$ cat src/rtl/core/icmp_reply_header_parser_core_assert.svh
// ----------------------------------------------------------------------------
// ICMP reply header parser assertion macros
// Concurrent checks sampled on clk and held off while rst is high.
// ----------------------------------------------------------------------------
`ifndef ICMP_REPLY_HEADER_PARSER_CORE_ASSERT_SVH
`define ICMP_REPLY_HEADER_PARSER_CORE_ASSERT_SVH

// Same-cycle implication.
`define RHP_ASSERT_NOW(label, ante, cons, msg) \
  label: assert property (@(posedge clk) disable iff (rst) (ante) |-> (cons)) \
    else $error(msg);

// Next-cycle implication.
`define RHP_ASSERT_NEXT(label, ante, cons, msg) \
  label: assert property (@(posedge clk) disable iff (rst) (ante) |=> (cons)) \
    else $error(msg);

`endif

$ cat src/rtl/core/icmp_rhp_pkg.sv
// ----------------------------------------------------------------------------
// ICMP reply header parser package
// Shared constants, reason codes and the structs passed between the stages.
// ----------------------------------------------------------------------------
package icmp_rhp_pkg;

  localparam int unsigned STAMP_BYTES_DEF      = 16;
  localparam int unsigned MAX_PACKET_BYTES_DEF = 65535;

  localparam int unsigned ICMP_HDR_BYTES = 8;
  localparam int unsigned IP_MIN_BYTES   = 20;
  localparam int unsigned TTL_POS        = 8;
  localparam int unsigned ID_FIELD_POS   = 4;
  localparam logic [7:0]  ECHO_REPLY_TYPE = 8'd0;

  // Position arithmetic width: holds any packet offset plus header sums.
  localparam int unsigned CMP_W = 17;
  localparam int unsigned LEN_W = 16;

  localparam int unsigned RESULT_W = 221;
  localparam int unsigned TDATA_W  = 224;

  typedef enum logic [2:0] {
    REASON_OK          = 3'd0,
    REASON_OUTER_SHORT = 3'd1,
    REASON_INNER_SHORT = 3'd2,
    REASON_ID_MISMATCH = 3'd3,
    REASON_STAMP_SHORT = 3'd4
  } reason_t;

  // Take and last flags of one byte moving from the input register into the capture and verdict logic.
  typedef struct packed {
    logic take;
    logic last;
  } step_t;

  // Packet state after the current byte has been folded in.
  typedef struct packed {
    logic [LEN_W-1:0] len;
    logic [3:0]       outer_words;
    logic [3:0]       inner_words;
    logic [7:0]       ttl;
    logic [7:0]       icmp_type;
    logic [7:0]       icmp_code;
    logic [63:0]      ids_seqs;
    logic [63:0]      stamp_seconds;
    logic [63:0]      stamp_micros;
  } packet_t;

  // Result transaction; last member sits in the lowest bits.
  typedef struct packed {
    logic [63:0] stamp_micros;
    logic [63:0] stamp_seconds;
    logic [15:0] inner_sequence;
    logic [15:0] reply_sequence;
    logic [15:0] reply_identifier;
    logic [15:0] icmp_length;
    logic [7:0]  hop_ttl;
    logic [7:0]  icmp_code;
    logic [7:0]  icmp_type;
    logic        is_echo_reply;
    reason_t     reject_reason;
    logic        accepted;
  } result_t;

endpackage

$ cat src/rtl/core/icmp_rhp_capture.sv
// ----------------------------------------------------------------------------
// ICMP reply header parser byte capture
// Tracks the byte offset and picks header fields and stamp bytes out of the stream.
// ----------------------------------------------------------------------------
`include "icmp_reply_header_parser_core_assert.svh"

module icmp_rhp_capture #(
  parameter int unsigned STAMP_BYTES      = icmp_rhp_pkg::STAMP_BYTES_DEF,
  parameter int unsigned MAX_PACKET_BYTES = icmp_rhp_pkg::MAX_PACKET_BYTES_DEF
) (
  input  logic                  clk,
  input  logic                  rst,
  input  icmp_rhp_pkg::step_t   step,
  input  logic [7:0]            data,
  output icmp_rhp_pkg::packet_t pkt
);

  localparam int unsigned OFFSET_W = $clog2(MAX_PACKET_BYTES + 1);
  localparam int unsigned CMP_W    = icmp_rhp_pkg::CMP_W;

  logic [OFFSET_W-1:0] offset, offset_next;
  logic [3:0]          outer_words, outer_words_next;
  logic [3:0]          inner_words, inner_words_next;
  logic [7:0]          ttl, ttl_next;
  logic [15:0]         type_code, type_code_next;
  logic [63:0]         ids_seqs, ids_seqs_next;
  logic [127:0]        stamp, stamp_next;

  logic             take;
  logic             in_outer_ids, in_inner_ids, in_stamp;
  logic [CMP_W-1:0] p, h, i, j, s;
  logic [CMP_W-1:0] outer_d, inner_d, stamp_d;

  always_comb begin
    take = step.take && (offset < OFFSET_W'(MAX_PACKET_BYTES));
    p    = CMP_W'(offset);

    outer_words_next = (take && offset == '0) ? data[3:0] : outer_words;
    h = CMP_W'({outer_words_next, 2'b00});

    ttl_next = (take && p == CMP_W'(icmp_rhp_pkg::TTL_POS)) ? data : ttl;

    type_code_next = type_code;
    if (take && p == h) begin
      type_code_next[15:8] = data;
    end
    if (take && p == h + CMP_W'(1)) begin
      type_code_next[7:0] = data;
    end

    // Outer identifier and sequence land in lanes 7..4, high byte first.
    outer_d      = p - (h + CMP_W'(icmp_rhp_pkg::ID_FIELD_POS));
    in_outer_ids = take && (p >= h + CMP_W'(icmp_rhp_pkg::ID_FIELD_POS))
                   && (p < h + CMP_W'(icmp_rhp_pkg::ICMP_HDR_BYTES));

    i = h + CMP_W'(icmp_rhp_pkg::ICMP_HDR_BYTES);
    inner_words_next = (take && p == i) ? data[3:0] : inner_words;
    j = i + CMP_W'({inner_words_next, 2'b00});

    // Inner identifier and sequence land in lanes 3..0.
    inner_d      = p - (j + CMP_W'(icmp_rhp_pkg::ID_FIELD_POS));
    in_inner_ids = take && (p >= j + CMP_W'(icmp_rhp_pkg::ID_FIELD_POS))
                   && (p < j + CMP_W'(icmp_rhp_pkg::ICMP_HDR_BYTES));

    ids_seqs_next = ids_seqs;
    for (int l = 0; l < 4; l++) begin
      if (in_outer_ids && outer_d[1:0] == 2'(3 - l)) begin
        ids_seqs_next[(l + 4) * 8 +: 8] = data;
      end
      if (in_inner_ids && inner_d[1:0] == 2'(3 - l)) begin
        ids_seqs_next[l * 8 +: 8] = data;
      end
    end

    // Stamp follows the echo header directly, or the quoted inner ICMP header.
    s = (type_code_next[15:8] == icmp_rhp_pkg::ECHO_REPLY_TYPE)
        ? i : j + CMP_W'(icmp_rhp_pkg::ICMP_HDR_BYTES);
    stamp_d  = p - s;
    in_stamp = take && (p >= s) && (stamp_d < CMP_W'(STAMP_BYTES));

    stamp_next = stamp;
    for (int l = 0; l < 16; l++) begin
      if (in_stamp && stamp_d[3:0] == 4'(l)) begin
        stamp_next[l * 8 +: 8] = stamp[l * 8 +: 8] | data;
      end
    end

    offset_next = take ? offset + OFFSET_W'(1) : offset;

    pkt.len           = icmp_rhp_pkg::LEN_W'(offset_next);
    pkt.outer_words   = outer_words_next;
    pkt.inner_words   = inner_words_next;
    pkt.ttl           = ttl_next;
    pkt.icmp_type     = type_code_next[15:8];
    pkt.icmp_code     = type_code_next[7:0];
    pkt.ids_seqs      = ids_seqs_next;
    pkt.stamp_seconds = stamp_next[63:0];
    pkt.stamp_micros  = stamp_next[127:64];
  end

  always_ff @(posedge clk) begin
    if (rst || (step.take && step.last)) begin
      offset      <= '0;
      outer_words <= '0;
      inner_words <= '0;
      ttl         <= '0;
      type_code   <= '0;
      ids_seqs    <= '0;
      stamp       <= '0;
    end else if (step.take) begin
      offset      <= offset_next;
      outer_words <= outer_words_next;
      inner_words <= inner_words_next;
      ttl         <= ttl_next;
      type_code   <= type_code_next;
      ids_seqs    <= ids_seqs_next;
      stamp       <= stamp_next;
    end
  end

  `RHP_ASSERT_NOW(a_offset_bounded, 1'b1, offset <= OFFSET_W'(MAX_PACKET_BYTES), "offset overrun")
  `RHP_ASSERT_NEXT(a_clear_after_last, step.take && step.last, offset == '0 && stamp == '0 && ids_seqs == '0, "state not cleared after last byte")

endmodule

$ cat src/rtl/core/icmp_rhp_verdict.sv
// ----------------------------------------------------------------------------
// ICMP reply header parser verdict
// Runs the length and identifier checks and holds the result transaction.
// ----------------------------------------------------------------------------
`include "icmp_reply_header_parser_core_assert.svh"

module icmp_rhp_verdict #(
  parameter int unsigned STAMP_BYTES = icmp_rhp_pkg::STAMP_BYTES_DEF
) (
  input  logic                  clk,
  input  logic                  rst,
  input  icmp_rhp_pkg::step_t   step,
  input  icmp_rhp_pkg::packet_t pkt,
  input  logic [15:0]           own_identifier,
  input  logic                  out_ready,
  output logic                  out_valid,
  output icmp_rhp_pkg::result_t result
);

  localparam int unsigned CMP_W = icmp_rhp_pkg::CMP_W;

  icmp_rhp_pkg::result_t result_next;
  icmp_rhp_pkg::reason_t reason;
  logic                  load;
  logic                  echo;
  logic [CMP_W-1:0]      len, h, i, j;
  logic [15:0]           outer_id, outer_seq, inner_id, inner_seq;

  assign load = step.take && step.last;

  always_comb begin
    len  = CMP_W'(pkt.len);
    h    = CMP_W'({pkt.outer_words, 2'b00});
    i    = h + CMP_W'(icmp_rhp_pkg::ICMP_HDR_BYTES);
    j    = i + CMP_W'({pkt.inner_words, 2'b00});
    echo = (pkt.icmp_type == icmp_rhp_pkg::ECHO_REPLY_TYPE);

    outer_id  = pkt.ids_seqs[63:48];
    outer_seq = pkt.ids_seqs[47:32];
    inner_id  = pkt.ids_seqs[31:16];
    inner_seq = pkt.ids_seqs[15:0];

    result_next = '0;
    reason      = icmp_rhp_pkg::REASON_OK;

    if (len < CMP_W'(icmp_rhp_pkg::IP_MIN_BYTES + icmp_rhp_pkg::ICMP_HDR_BYTES)
        || i > len) begin
      // Outer headers short: everything but the reason stays zero.
      result_next.reject_reason = icmp_rhp_pkg::REASON_OUTER_SHORT;
    end else begin
      if (echo) begin
        reason = (outer_id != own_identifier) ? icmp_rhp_pkg::REASON_ID_MISMATCH
                                              : icmp_rhp_pkg::REASON_OK;
        result_next.reply_identifier = outer_id;
      end else if (i + CMP_W'(icmp_rhp_pkg::IP_MIN_BYTES) > len
                   || j + CMP_W'(icmp_rhp_pkg::ICMP_HDR_BYTES) > len) begin
        reason = icmp_rhp_pkg::REASON_INNER_SHORT;
      end else begin
        if (inner_id != own_identifier) begin
          reason = icmp_rhp_pkg::REASON_ID_MISMATCH;
        end else if (j + CMP_W'(icmp_rhp_pkg::ICMP_HDR_BYTES + STAMP_BYTES) > len) begin
          reason = icmp_rhp_pkg::REASON_STAMP_SHORT;
        end
        result_next.reply_identifier = inner_id;
        result_next.inner_sequence   = inner_seq;
      end

      result_next.accepted       = (reason == icmp_rhp_pkg::REASON_OK);
      result_next.reject_reason  = reason;
      result_next.is_echo_reply  = echo;
      result_next.icmp_type      = pkt.icmp_type;
      result_next.icmp_code      = pkt.icmp_code;
      result_next.hop_ttl        = pkt.ttl;
      result_next.icmp_length    = icmp_rhp_pkg::LEN_W'(len - h);
      result_next.reply_sequence = outer_seq;
      if (reason == icmp_rhp_pkg::REASON_OK) begin
        result_next.stamp_seconds = pkt.stamp_seconds;
        result_next.stamp_micros  = pkt.stamp_micros;
      end
    end
  end

  always_ff @(posedge clk) begin
    if (rst) begin
      out_valid <= 1'b0;
    end else if (load) begin
      out_valid <= 1'b1;
    end else if (out_ready) begin
      out_valid <= 1'b0;
    end
  end

  always_ff @(posedge clk) begin
    if (load) begin
      result <= result_next;
    end
  end

  `RHP_ASSERT_NEXT(a_load_shows_result, load, out_valid, "verdict lost after last byte")
  `RHP_ASSERT_NOW(a_reject_no_stamp, out_valid && !result.accepted, result.stamp_seconds == '0 && result.stamp_micros == '0, "stamp leaked on reject")
  `RHP_ASSERT_NOW(a_outer_short_blank, out_valid && result.reject_reason == icmp_rhp_pkg::REASON_OUTER_SHORT, result.icmp_length == '0 && result.hop_ttl == '0 && result.reply_identifier == '0 && !result.accepted, "outer-short verdict not blank")

endmodule

$ cat src/rtl/core/icmp_reply_header_parser_core.sv
// ----------------------------------------------------------------------------
// ICMP reply header parser core
// Parses a received IPv4 packet byte by byte and gives one verdict per packet.
// ----------------------------------------------------------------------------
// The block takes one packet byte per transaction on the s_axis side, with
// s_axis_tlast on the final byte, and sustains one byte per clock. Each byte
// sits in an input register, where short capture logic folds it into the
// packet state (IHL, TTL, outer and quoted ICMP headers, 16 stamp bytes). On
// the last byte the same cycle runs the length and identifier checks and
// loads one result transaction into the output register, so a verdict
// reaches m_axis through the input register and then the output register.
// The input side stalls only when a last byte meets a verdict that has not
// yet been taken; ordinary bytes keep flowing. There is no clearing pass
// after reset. The user must write own_identifier through
// cfg_wr_en/cfg_wr_data only while idle; the block does not enforce this.
// Bytes beyond MAX_PACKET_BYTES are dropped and the length holds at that value.
module icmp_reply_header_parser_core #(
  parameter int unsigned STAMP_BYTES      = icmp_rhp_pkg::STAMP_BYTES_DEF,
  parameter int unsigned MAX_PACKET_BYTES = icmp_rhp_pkg::MAX_PACKET_BYTES_DEF
) (
  input  logic                              clk,
  input  logic                              rst,
  // Configuration: own_identifier.
  input  logic                              cfg_wr_en,
  input  logic [15:0]                       cfg_wr_data,
  // Input stream. tdata: packet_byte[7:0]. tlast: last_byte.
  input  logic                              s_axis_tvalid,
  output logic                              s_axis_tready,
  input  logic [7:0]                        s_axis_tdata,
  input  logic                              s_axis_tlast,
  // Result stream. tdata from bit 0: accepted, reject_reason[2:0],
  // is_echo_reply, icmp_type[7:0], icmp_code[7:0], hop_ttl[7:0],
  // icmp_length[15:0], reply_identifier[15:0], reply_sequence[15:0],
  // inner_sequence[15:0], stamp_seconds[63:0], stamp_micros[63:0], zero pad.
  output logic                              m_axis_tvalid,
  input  logic                              m_axis_tready,
  output logic [icmp_rhp_pkg::TDATA_W-1:0]  m_axis_tdata
);

  logic [15:0] own_identifier;

  // Input register.
  logic       in_valid;
  logic [7:0] in_byte;
  logic       in_last;
  logic       advance;

  icmp_rhp_pkg::step_t   step;
  icmp_rhp_pkg::packet_t pkt;
  icmp_rhp_pkg::result_t result;

  // A held byte moves on unless it is a last byte and the previous verdict
  // is still waiting downstream.
  assign advance       = in_valid && (!in_last || !m_axis_tvalid || m_axis_tready);
  assign s_axis_tready = !in_valid || advance;

  assign step.take = advance;
  assign step.last = in_last;

  always_ff @(posedge clk) begin
    if (rst) begin
      own_identifier <= '0;
    end else if (cfg_wr_en) begin
      own_identifier <= cfg_wr_data;
    end
  end

  always_ff @(posedge clk) begin
    if (rst) begin
      in_valid <= 1'b0;
    end else if (s_axis_tready) begin
      in_valid <= s_axis_tvalid;
    end
  end

  // Hold payload while the byte stalls.
  always_ff @(posedge clk) begin
    if (s_axis_tvalid && s_axis_tready) begin
      in_byte <= s_axis_tdata;
      in_last <= s_axis_tlast;
    end
  end

  icmp_rhp_capture #(
    .STAMP_BYTES      (STAMP_BYTES),
    .MAX_PACKET_BYTES (MAX_PACKET_BYTES)
  ) u_capture (
    .clk  (clk),
    .rst  (rst),
    .step (step),
    .data (in_byte),
    .pkt  (pkt)
  );

  icmp_rhp_verdict #(
    .STAMP_BYTES (STAMP_BYTES)
  ) u_verdict (
    .clk            (clk),
    .rst            (rst),
    .step           (step),
    .pkt            (pkt),
    .own_identifier (own_identifier),
    .out_ready      (m_axis_tready),
    .out_valid      (m_axis_tvalid),
    .result         (result)
  );

  assign m_axis_tdata = {
    {(icmp_rhp_pkg::TDATA_W - icmp_rhp_pkg::RESULT_W){1'b0}}, result
  };

endmodule

$ cat config.mk
export PLATFORM = sky130hd
export DESIGN_NAME = icmp_reply_header_parser_core
export DESIGN_NICKNAME = d
export VERILOG_FILES = /design/src/rtl/core/icmp_rhp_pkg.sv /design/src/rtl/core/icmp_rhp_capture.sv /design/src/rtl/core/icmp_rhp_verdict.sv /design/src/rtl/core/icmp_reply_header_parser_core.sv
export VERILOG_INCLUDE_DIRS = /design/src /design/src/rtl/core
export SDC_FILE = /design/constraint.sdc
export NUM_CORES = 1
export LEC_CHECK = 0
export ABC_CLOCK_PERIOD_IN_PS = 11530
export CAP_MARGIN = 15
export CORE_UTILIZATION = 40
export CTS_CLUSTER_DIAMETER = 40
export DETAILED_ROUTE_END_ITERATION = 7
export DONT_BUFFER_PORTS = 1
export PLACE_DENSITY = 0.57
export SYNTH_ARGS = -nofsm -noshare
export SYNTH_HDL_FRONTEND = slang
export SYNTH_HIERARCHICAL = 1
export SYNTH_SLANG_ARGS = --single-unit
$ cat constraint.sdc
create_clock -name clk -period 11.53 [get_ports clk]
set_input_delay 3.459 -clock clk [delete_from_list [all_inputs] [get_ports clk]]
set_output_delay 3.459 -clock clk [all_outputs]
set_load 0.005 [all_outputs]
# [Word level (Yosys, flattened, before mapping)]
# Cells that the tools add are included.
[classes] mul=0 order_cmp=12 shifts=0 addsub=13 eq_ne=27 div_mod_pow=0 n_reduce_logical=57 mux=41 n_bitwise=17
[ops] op="$mux W8" n=27
[ops] op="$or A8 B8 Y8" n=16
[ops] op="$gt A17 B16 Y1" n=4
[ops] op="$mux W16" n=3
[ops] op="$logic_and A1 B1 Y1" n=39
[ops] op="$add A17 B5 Y17 const B" n=2
[ops] op="$ge A16 B17 Y1" n=2
[ops] op="$eq A16 B7 Y1" n=2
[ops] op="$eq A4 B4 Y1 const B" n=8
[ops] op="$ne A16 B16 Y1" n=2
[ops] op="$add A17 B3 Y17 const B" n=1
[ops] op="$add A17 B4 Y17 const B" n=1
[ops] op="$add A17 B6 Y17" n=1
[ops] op="$lt A16 B17 Y1" n=1
[ops] op="$lt A17 B5 Y1 const B" n=1
[ops] op="$mux W17" n=1
[ops] op="$sub A16 B17 Y17" n=1
[ops] op="$add A16 B1 Y16 const B" n=1
[ops] op="$eq A16 B4 Y1 const B" n=1
[ops] op="$eq A16 B6 Y1" n=1
[ops] op="$eq A4 B3 Y1 const B" n=4
[ops] op="$ge A16 B7 Y1" n=1
[ops] op="$logic_not A16 Y1" n=1
[ops] op="$lt A16 B16 Y1 const B" n=1
[ops] op="25 further kinds" n=45
[totals] rom_bits=0 latch_bits=0 ram_bits=0 regBits=488 inputBits=30 n_memories=0

# [Depth between registers and ports, before layout]
# Gate-level depths: netlist of run 1.
[depth] ltp_word=26 ltp_mapped=41

# [By module]
# The synthesis of run 1 kept the hierarchy.
[modules_own_cells] module="icmp_rhp_capture" area_per_inst_um2=12007.8 instances=1 cells_per_inst=1357
[modules_own_cells] module="icmp_rhp_verdict" area_per_inst_um2=10461.3 instances=1 cells_per_inst=820
[modules_own_cells] module="icmp_reply_header_parser_core" area_per_inst_um2=935.9 instances=1 cells_per_inst=73

# [Worst setup path before layout of run 1]
# Ideal clock, no wire load.
[synth_timing] path_kind="input-to-reg" startpoint="input port m_axis_tready" endpoint="register, netlist name u_verdict/result[196]" setup_time_ps=261 slack_ps=94 arrival_time_ps=11175 path_buffers=3 stages=36 required_time_ps=11269 path_cell_list="inv_1 a31oi_1 nor4bb_1 nand3_1 nor2_4 mux2i_1 inv_1 ha_1 xnor2_1 inv_1 ha_1 nand3_1 nor2_1 mux2i_1 inv_1 ha_1 a21o_1 a21oi_1 xnor2_1 nand2_1 o211ai_1 a21oi_1 ha_1 a311o_1 nor3_1 nand3_2 buf_4 mux2_2 xnor2_1 nand4_1 nor4_2 nand4_1 nor2_2 buf_6 buf_6 nor4b_2"
[synth_lines] element="from (decl)" line="icmp_reply_header_parser_core.sv:36" rtl="input logic m_axis_tready,"

==> impl_metrics.toml, run 1 <==
[outcome]
outcome = "complete, no violations"

[global_route]
grt_max_degree = 164
grt.met1_usage = 0.307
grt_pass1_wl_um = 104000
grt_util_all_layers = 0.230
gr-max-usage-layer = "met2"
antenna_violations_before_repair = 0
met3_usage = 0.0451
grt_pass1_vias = 16672
grt_use_met2 = 0.365
grt-ovfl-total = 0

[setup_path]
cp_startpoint_kind = "primary input"
critical_path_required_ps = 11890
critPathMostFrequentCell = "buf_4"
worst_path_largest_cell_delay_ps = 550
critical_path_peak_fanout = 61
timing.setup.critical_path_class = "in -> reg"
critPathCaptureType = "register"
worst-endpoint-arrival_ps = 11220
crit_path_top_delay_cell = "nor4b_1"

[die]
boundary_pin_count = 256
die_width_um = 244
design.core.area_um2 = 57800
floorplan.initialDensity = 0.405
std_cell_rows = 88
die_h_um = 244
floorplan.die_area_um2 = 59500

[timing]
finalCriticalPeriod_ps = 10860
tightest_slew_ps = 1170
timing.fmax_mhz = 92.1
report.final.slew_viol_count = 0
hold_viol_final = 0
timing.max_slew.rel_slack = 0.221
final-setup-viol-count = 0
rsz0062_at_grt = "false"
clock_tree_skew_after_final_layout_ps = 30.7
min_period_over_period = 0.942
hold_ws_ps = 443

[place]
port-buffer-count = 0
gp_congestion = 0.930
place.detailed.hpwl_um = 47200
placed_cells_incl_taps = 2931
detailed_place.area_um2 = 24300

[detailed_routing]
count_of_nets_left_with_antenna_violations_after_detail_routing = 0
drt-wirelength-per-cell_um = 22.4
dr_iter_0_viols = 1219
vias = 16837
drcViolationCount = 0
postRouteWirelength_um = 69000
drt_pass1_iterations = 5
avgViaCountPerCell = 5.48

[run]
timing.max_cap.violations = 0

[cells_and_area]
n_antenna_cell = 0
drive_above_1_share = 0.146
area_delta_synth_final_pct = 15.4
most_frequent_cells_in_the_layout = "371 x nand2_1, 258 x dfxtp_1, 230 x edfxtp_1, 147 x o21ai_0, 131 x nor2_1"
total_number_of_nets_in_the_final_design = 2361
design_area_um2 = 27000
mostFrequentLayoutCell = "nand2_1"
post_layout_nonfiller_instances = 3074

[power_and_ir_drop]
finalPower_uw = 4630
cellLeakagePower_uw = 0.0101
vdd_ir_drop_max_mv = 0.0955
p_per_area_nw_per_um2 = 172

[synthesis]
synth_ff_type = "dfxtp_1"
seq_area_frac_synth = 0.516
synth_edf_count = 230
synth_seq_cells = 488
mappedNetlistArea_um2 = 23400
post_synth.cell_area_avg_um2 = 10.4
async_s_r_ff_share_synth = 0
syn_inst = 2250
yosysWarnings = 6
synth.lib_cells_used.distinct = 83

[clock_network]
cts_hold_repair.buffers = 0
cts.clk_slew.worst_paths_ps = 50
cts-root-to-sink-buffers = 3
root_buffer = "clkbuf_16"
tritoncts_clock_tree = "built"
tritoncts_num_sinks = 488
source_to_sink_clock_delay_at_the_later_pin_of_the_worst_skew_pair_ps = 610
tritoncts.num_buffers = 76
cts-htree-levels = 3

[worst_hold_path]
hold_class = "reg -> reg"
-- cells by family after synthesis --
family | after synthesis | share of synthesized area
other | 3 | 0.000481
and+or+nand+nor | 833 | 0.181
buffers and inverters | 195 | 0.0373
AOI/OAI and AO/OA | 394 | 0.110
xor gates and xnor gates | 78 | 0.0292
adders and majority gates | 85 | 0.0470
DFF | 488 | 0.516
muxes | 174 | 0.0795
-- state kept, by name, indices dropped and copies added (netlist names) --
signal                 flops
u_capture/inner_words      4
in_last                    1
u_capture/offset          16
u_capture/outer_words      4
u_capture/stamp          128
u_verdict/out_valid        1
u_verdict/result         221
in_valid                   1
u_capture/type_code       16
own_identifier            16
in_byte                    8
u_capture/ttl              8
u_capture/ids_seqs        64
-- worst paths after layout --
kind / from / end / slack, ps / cells past startpoint
min reg2reg: u_capture/stamp[43]$_SDFFE_PP0P_ / u_capture/stamp[43]$_SDFFE_PP0P_ / 440 / 2
max reg2reg: in_last$_DFFE_PP_ / u_verdict/result[108]$_SDFFCE_PP0P_ / 2900 / 34
max: m_axis_tready / u_verdict/result[108]$_SDFFCE_PP0P_ / 670 / 35
min: u_capture/stamp[43]$_SDFFE_PP0P_ / u_capture/stamp[43]$_SDFFE_PP0P_ / 440 / 2
-- cell type report --
cell class	count	area, µm²
multi-input combinational	1572	10600
clock inverter	55	613
tap	765	957
sequential	488	12100
clock buffer	86	2040
timing repair buffer	61	541
inverter	47	176
fill	5332	30800
-- metrics by stage --
step / utilization / setup TNS [ps] / setup slack (ps)
after detailed placement: 0.420 / -30.2 / -30.2
after global routing: 0.467 / 0 / 42.7
after global placement: 0.420 / 0 / 53.0
final: 0.467 / 0 / 673
after CTS: 0.466 / 0 / 589
after floorplan: - / 0 / 93.8
-- worst max-delay path: cells and delay by family --
kind | cells | cell delay [ps]
AO/OA/AOI/OAI | 6 | 1210
XOR/XNOR | 3 | 520
adder cells (fa/ha/maj) | 4 | 1190
buffers and inverters | 8 | 1310
multiplexers | 3 | 980
AND/OR/NAND/NOR | 11 | 2470
-- power by group --
| group | internal, µW | switching [µW] |
|---|---|---|
| clock | 1480 | 865 |
| combinational | 138 | 311 |
| sequential | 1830 | 13.6 |
| total | 3440 | 1190 |
-- synthesized netlist by cell type (all sizes together) (5+ instances only) --
cell / number / share of area
a21oi: 43 / 0.0092
nor4b: 59 / 0.025
xor2: 32 / 0.012
o211ai: 8 / 0.0030
mux2: 93 / 0.045
or4: 7 / 0.0026
nand3: 32 / 0.0077
a21o: 10 / 0.0032
buf: 54 / 0.015
or2: 5 / 0.0013
o21ai: 150 / 0.032
nand4: 14 / 0.0037
clkbuf: 94 / 0.015
or3: 5 / 0.0013
nor2: 134 / 0.022
o2111ai: 14 / 0.0055
nor3: 12 / 0.0028
o21bai: 129 / 0.041
and2: 115 / 0.031
dfxtp: 258 / 0.22
nor4: 25 / 0.0069
nand2b: 7 / 0.0019
edfxtp: 230 / 0.30
nand4b: 6 / 0.0022
ha: 80 / 0.043
xnor2: 46 / 0.017
and4: 5 / 0.0019
nand2: 372 / 0.060
inv: 47 / 0.0075
o21a: 10 / 0.0032
and3: 10 / 0.0027
nor3b: 5 / 0.0018
nor2b: 10 / 0.0027
mux2i: 81 / 0.035
fa: 5 / 0.0043
-- metal layers --
layer | part of all wire | routed length (µm) | vias up
met1 | 0.45 | 30800 | 8206
met2 | 0.46 | 32000 | 534
met5 | 0 | 0 | -
li1 | - | - | 7960
met4 | 0.036 | 2460 | 0
met3 | 0.055 | 3810 | 137
-- timing repair --
item	in CTS	in global routing
setup endpoints to repair	0	129
gates resized for setup	0	8
setup buffers	0	1
(Power assumes the default switching activity.)
==> run 2: changes to the inputs <==
--- a/config.mk
+++ b/config.mk
@@ -9,11 +9,14 @@
 export ABC_CLOCK_PERIOD_IN_PS = 11530
 export CAP_MARGIN = 15
 export CORE_UTILIZATION = 40
+export CTS_BUF_LIST = sky130_fd_sc_hd__clkbuf_8
 export CTS_CLUSTER_DIAMETER = 40
 export DETAILED_ROUTE_END_ITERATION = 7
 export DONT_BUFFER_PORTS = 1
 export PLACE_DENSITY = 0.57
+export SLEW_MARGIN = 20
 export SYNTH_ARGS = -nofsm -noshare
 export SYNTH_HDL_FRONTEND = slang
 export SYNTH_HIERARCHICAL = 1
 export SYNTH_SLANG_ARGS = --single-unit
+export TNS_END_PERCENT = 30
==> impl_metrics.toml, run 2 (same netlist as run 1, synthesis figures left out) <==
[run]
timing.max_cap.violations = 0

[global_route]
met3_usage = 0.0498
grt_max_degree = 164
antenna_violations_before_repair = 1
grt.met1_usage = 0.309
gr-max-usage-layer = "met2"
grt_util_all_layers = 0.232
grt_pass1_wl_um = 105000
grt_pass1_vias = 16743
grt-ovfl-total = 0
grt_use_met2 = 0.375

[timing]
hold_viol_final = 0
timing.max_slew.rel_slack = 0.264
min_period_over_period = 0.942
final-setup-viol-count = 0
report.final.slew_viol_count = 0
finalCriticalPeriod_ps = 10860
clock_tree_skew_after_final_layout_ps = 32.8
timing.fmax_mhz = 92.0
rsz0062_at_grt = "false"
tightest_slew_ps = 1100

[clock_network]
tritoncts_clock_tree = "built"
cts_hold_repair.buffers = 0
cts-root-to-sink-buffers = 3
cts_setup_buffers = 0
cts-htree-levels = 3
source_to_sink_clock_delay_at_the_later_pin_of_the_worst_skew_pair_ps = 710
root_buffer = "clkbuf_8"
tritoncts.num_buffers = 90
tritoncts_num_sinks = 488
cts.repair.resized = 0
cts.clk_slew.worst_paths_ps = 60

[detailed_routing]
dr_iter_0_viols = 1362
postRouteWirelength_um = 69400
vias = 16969
drcViolationCount = 0
avgViaCountPerCell = 5.47
count_of_nets_left_with_antenna_violations_after_detail_routing = 0
drt_pass1_iterations = 5
drt-wirelength-per-cell_um = 22.4

[setup_path]
crit_path_top_delay_cell = "nor4b_1"
critPathCapture = "u_verdict/result[108]$_SDFFCE_PP0P_"
critical_path_peak_fanout = 61
worst_path_largest_cell_delay_ps = 540
critical_path_required_ps = 11980
timing.rr.end = "u_verdict/result[108]$_SDFFCE_PP0P_"
setup.reg_to_reg.worst_slack_ps = 2810
r2r_cells = 34
crit-reg2reg-launch = "in_last$_DFFE_PP_"
crit_start = "m_axis_tready"
critPathCaptureType = "register"
cp_startpoint_kind = "primary input"
timing.setup.critical_path_class = "in -> reg"
worst-endpoint-arrival_ps = 11320

[cells_and_area]
most_frequent_cells_in_the_layout = "371 x nand2_1, 258 x dfxtp_1, 230 x edfxtp_1, 147 x o21ai_0, 131 x nor2_1"
largest_reg_flops = 221
finish.utilization = 0.452
drive_above_1_share = 0.138
design_area_um2 = 26100
total_number_of_nets_in_the_final_design = 2373
biggest_register = "u_verdict/result"
reg.largest.list = "u_verdict/result: 221 flops, u_capture/stamp: 128 flops, u_capture/ids_seqs: 64 flops"
area_delta_synth_final_pct = 11.6
mostFrequentLayoutCell = "nand2_1"

[die]
std_cell_rows = 88
floorplan.initialDensity = 0.405
boundary_pin_count = 256
floorplan.die_area_um2 = 59500
design.core.area_um2 = 57800
die_width_um = 244
die_h_um = 244

[power_and_ir_drop]
p_per_area_nw_per_um2 = 150
cellLeakagePower_uw = 0.00987
vdd_ir_drop_max_mv = 0.0908
finalPower_uw = 3910

[worst_hold_path]
hold_class = "reg -> reg"
holdPathStages = 2

[outcome]
outcome = "complete, no violations"

[place]
port-buffer-count = 0
gp_congestion = 0.930
detailed_place.area_um2 = 24300
place.detailed.hpwl_um = 47200
## run 2: cell types whose count changed in the layout (fill, tap and decap cells not counted), sizes merged
cell      before  now
bufinv         8    3
clkinv        24   19
inv           62   94
clkinvlp       8    3
diode          0    1
clkbuf        86   98
buf           61   59
## run 2: power breakdown
group	switching, µW	internal (µW)	total (µW)
Clock	756	866	1620
Sequential	13.7	1820	1840
Combinational	313	137	451
Total	1080	2830	3910
## run 2: stage by stage
stage / setup TNS [ps] / hold slack, ps / setup WS, ps / instances
after global routing: 0 / 459 / 5.67 / 3102
after global placement: 0 / 427 / 53.0 / 2931
final: 0 / 445 / 666 / 3102
after floorplan: 0 / 419 / 93.8 / 2255
after detailed placement: -30.2 / 436 / -30.2 / 2931
after CTS: 0 / 448 / 698 / 3101
## run 2: how the worst min path moves through the flow
stage                                      from  slack [ps]                               end
3_3_place_gp    u_capture/stamp[4]$_SDFFE_PP0P_         430   u_capture/stamp[4]$_SDFFE_PP0P_
3_5_place_dp    u_capture/stamp[2]$_SDFFE_PP0P_         440   u_capture/stamp[2]$_SDFFE_PP0P_
4_1_cts         u_capture/stamp[2]$_SDFFE_PP0P_         450   u_capture/stamp[2]$_SDFFE_PP0P_
2_1_floorplan   u_capture/stamp[0]$_SDFFE_PP0P_         420   u_capture/stamp[0]$_SDFFE_PP0P_
5_1_grt        u_capture/stamp[95]$_SDFFE_PP0P_         460  u_capture/stamp[95]$_SDFFE_PP0P_
6_report       u_capture/stamp[43]$_SDFFE_PP0P_         440  u_capture/stamp[43]$_SDFFE_PP0P_
## run 2: cell type report
cell class | instances | area [µm²]
well taps | 765 | 957
inverters | 47 | 176
fillers | 5478 | 31700
diodes | 1 | 2.50
clock inverters | 72 | 444
multi-input cells | 1572 | 10600
clock buffers | 98 | 1350
repair buffers | 59 | 518
flip-flops and latches | 488 | 12100
## run 2: worst max-delay path, delay by kind of cell
family                     cells  cell delay, ps
and+or+nand+nor               10            2240
adders and majority gates      6            1660
buffers and inverters          8            1270
AOI/OAI and AO/OA              5            1030
muxes                          3            1020
xor gates and xnor gates       3             550
## run 2: layer usage
layer,wire length [µm],share of wire,vias up
li1,-,-,7968
met4,1610,0.023,0
met2,33000,0.47,602
met1,30700,0.44,8291
met3,4170,0.060,108
met5,0,0,-
==> run 3: changes to the inputs <==
--- a/config.mk
+++ b/config.mk
@@ -13,7 +13,7 @@
 export CTS_CLUSTER_DIAMETER = 40
 export DETAILED_ROUTE_END_ITERATION = 7
 export DONT_BUFFER_PORTS = 1
-export PLACE_DENSITY = 0.57
+export PLACE_DENSITY_LB_ADDON = 0.25
 export SLEW_MARGIN = 20
 export SYNTH_ARGS = -nofsm -noshare
 export SYNTH_HDL_FRONTEND = slang
==> impl_metrics.toml, run 3 (same netlist as run 1, synthesis figures left out) <==
[detailed_routing]
drt-wirelength-per-cell_um = 22.6
vias = 17005
drt_pass1_iterations = 5
drcViolationCount = 0
postRouteWirelength_um = 70200
dr_iter_0_viols = 1483
count_of_nets_left_with_antenna_violations_after_detail_routing = 0
avgViaCountPerCell = 5.48

[timing]
fin_tns_setup_ps = 0
timing.fmax_mhz = 91.0
timing.max_slew.rel_slack = 0.303
min_period_over_period = 0.953
hold_ws_ps = 444
report.final.slew_viol_count = 0
tightest_slew_ps = 1040
finalCriticalPeriod_ps = 10990
hold_viol_final = 0
final-setup-viol-count = 0
clock_tree_skew_after_final_layout_ps = 43.4
setup_ws_ps = 539
rsz0062_at_grt = "false"

[cells_and_area]
most_frequent_cells_in_the_layout = "371 x nand2_1, 258 x dfxtp_1, 230 x edfxtp_1, 146 x o21ai_0, 131 x nor2_1"
reg.largest.list = "u_verdict/result: 221 flops, u_capture/stamp: 128 flops, u_capture/ids_seqs: 64 flops"
mostFrequentLayoutCell = "nand2_1"
total_number_of_nets_in_the_final_design = 2381
biggest_register = "u_verdict/result"
drive_above_1_share = 0.137
design_area_um2 = 26100
largest_reg_flops = 221
area_delta_synth_final_pct = 11.4

[die]
design.core.area_um2 = 57800
die_width_um = 244
boundary_pin_count = 256
std_cell_rows = 88
floorplan.die_area_um2 = 59500
floorplan.initialDensity = 0.405
die_h_um = 244

[global_route]
grt_util_all_layers = 0.233
antenna_violations_before_repair = 3
grt_pass1_vias = 16742
grt-ovfl-total = 0
grt_pass1_wl_um = 106000
grt_max_degree = 197

[outcome]
outcome = "complete, no violations"

[place]
place.detailed.hpwl_um = 47500
port-buffer-count = 0
gp_congestion = 0.939
dp_slack_ps = -115
detailed_place.area_um2 = 24400

[setup_path]
critical_path_required_ps = 11950
cp_startpoint_kind = "primary input"
critPathCaptureType = "register"
timing.setup.critical_path_class = "in -> reg"
timing.rr.end = "u_verdict/result[108]$_SDFFCE_PP0P_"
r2r_cells = 37
crit_path_top_delay_cell = "nor4b_1"
worst-endpoint-arrival_ps = 11410
setup.reg_to_reg.worst_slack_ps = 2570
critical_path_peak_fanout = 60
crit-reg2reg-launch = "u_capture/offset[0]$_SDFFE_PP0P_"
worst_path_largest_cell_delay_ps = 590

[worst_hold_path]
worst_hold_path.endpoint = "u_capture/stamp[33]$_SDFFE_PP0P_"
hold_path.startpoint = "u_capture/stamp[33]$_SDFFE_PP0P_"
holdPathStages = 2
hold_class = "reg -> reg"

[clock_network]
tritoncts_num_sinks = 488
cts_hold_repair.buffers = 0
cts.clk_slew.worst_paths_ps = 60
tritoncts.num_buffers = 85
source_to_sink_clock_delay_at_the_later_pin_of_the_worst_skew_pair_ps = 700
cts-root-to-sink-buffers = 3
cts-htree-levels = 3
tritoncts_clock_tree = "built"
root_buffer = "clkbuf_8"

[run]
timing.max_cap.violations = 0

[power_and_ir_drop]
p_per_area_nw_per_um2 = 146
cellLeakagePower_uw = 0.00983
vdd_ir_drop_max_mv = 0.0844
[run 3: cell count changes in the layout (fill, tap and decap cells not counted), moves of 4 or more]
| cell | delta |
|---|---|
| clkinv_1 | +7 |
| inv_1 | -8 |
| clkinv_2 | -4 |
| clkbuf_8 | -6 |
| buf_4 | +8 |
[run 3: cell type report]
| cell class | instances | area [µm²] |
|---|---|---|
| multi-input cells | 1572 | 10600 |
| repair buffers | 72 | 679 |
| diodes | 2 | 5.00 |
| flip-flops and latches | 488 | 12100 |
| inverters | 47 | 176 |
| clock buffers | 92 | 1270 |
| well taps | 765 | 957 |
| fillers | 5470 | 31700 |
| clock inverters | 65 | 362 |
[run 3: worst max path at each step]
stage,start,slack (ps),to,cells past startpoint
global route,m_axis_tready,60,u_verdict/result[201]$_SDFFCE_PP0P_,37
detailed placement,m_axis_tready,-120,u_verdict/result[215]$_SDFFCE_PP0P_,37
global placement,m_axis_tready,70,u_verdict/result[108]$_SDFFCE_PP0P_,36
finish,m_axis_tready,540,u_verdict/result[108]$_SDFFCE_PP0P_,36
floorplan,m_axis_tready,90,u_verdict/result[196]$_SDFFCE_PP0P_,36
CTS,m_axis_tready,550,u_verdict/result[214]$_SDFFCE_PP0P_,37
[run 3: what timing repair did]
| action | 4_1_cts | 5_1_grt |
|---|---|---|
| endpoints found under the setup margin | 0 | 27 |
| buffers inserted | 0 | 0 |
| resized for setup | 0 | 2 |
[run 3: per-layer routing]
| layer | global-route usage | wire (µm) |
|---|---|---|
| met1 | 0.316 | 31600 |
| met2 | 0.377 | 32800 |
| met3 | 0.0392 | 3910 |
| met4 | 0.0779 | 1930 |
| met5 | 0 | 0 |
[run 3: power by group]
part           switching [µW]  internal [µW]  leakage (µW)  total, µW
combinational             312            142       0.00436        454
sequential               14.0           1820       0.00454       1840
clock                     736            772      0.000941       1510
[run 3: per-stage QoR]
stage          std cells  utilization  total power [µW]
2_1_floorplan       2255            -              2180
3_3_place_gp        2941        0.421              2310
3_5_place_dp        2943        0.422              2320
4_1_cts             3100        0.450              3830
5_1_grt             3103        0.451              3960
6_report            3103        0.451              3800
[run 3: worst max-delay path, delay by kind of cell]
| kind | cells | cell delay (ps) |
|---|---|---|
| XOR/XNOR | 4 | 740 |
| adder cells (fa/ha/maj) | 4 | 1140 |
| AO/OA/AOI/OAI | 7 | 1610 |
| multiplexers | 3 | 880 |
| buffers and inverters | 8 | 1240 |
| AND/OR/NAND/NOR | 10 | 2310 |
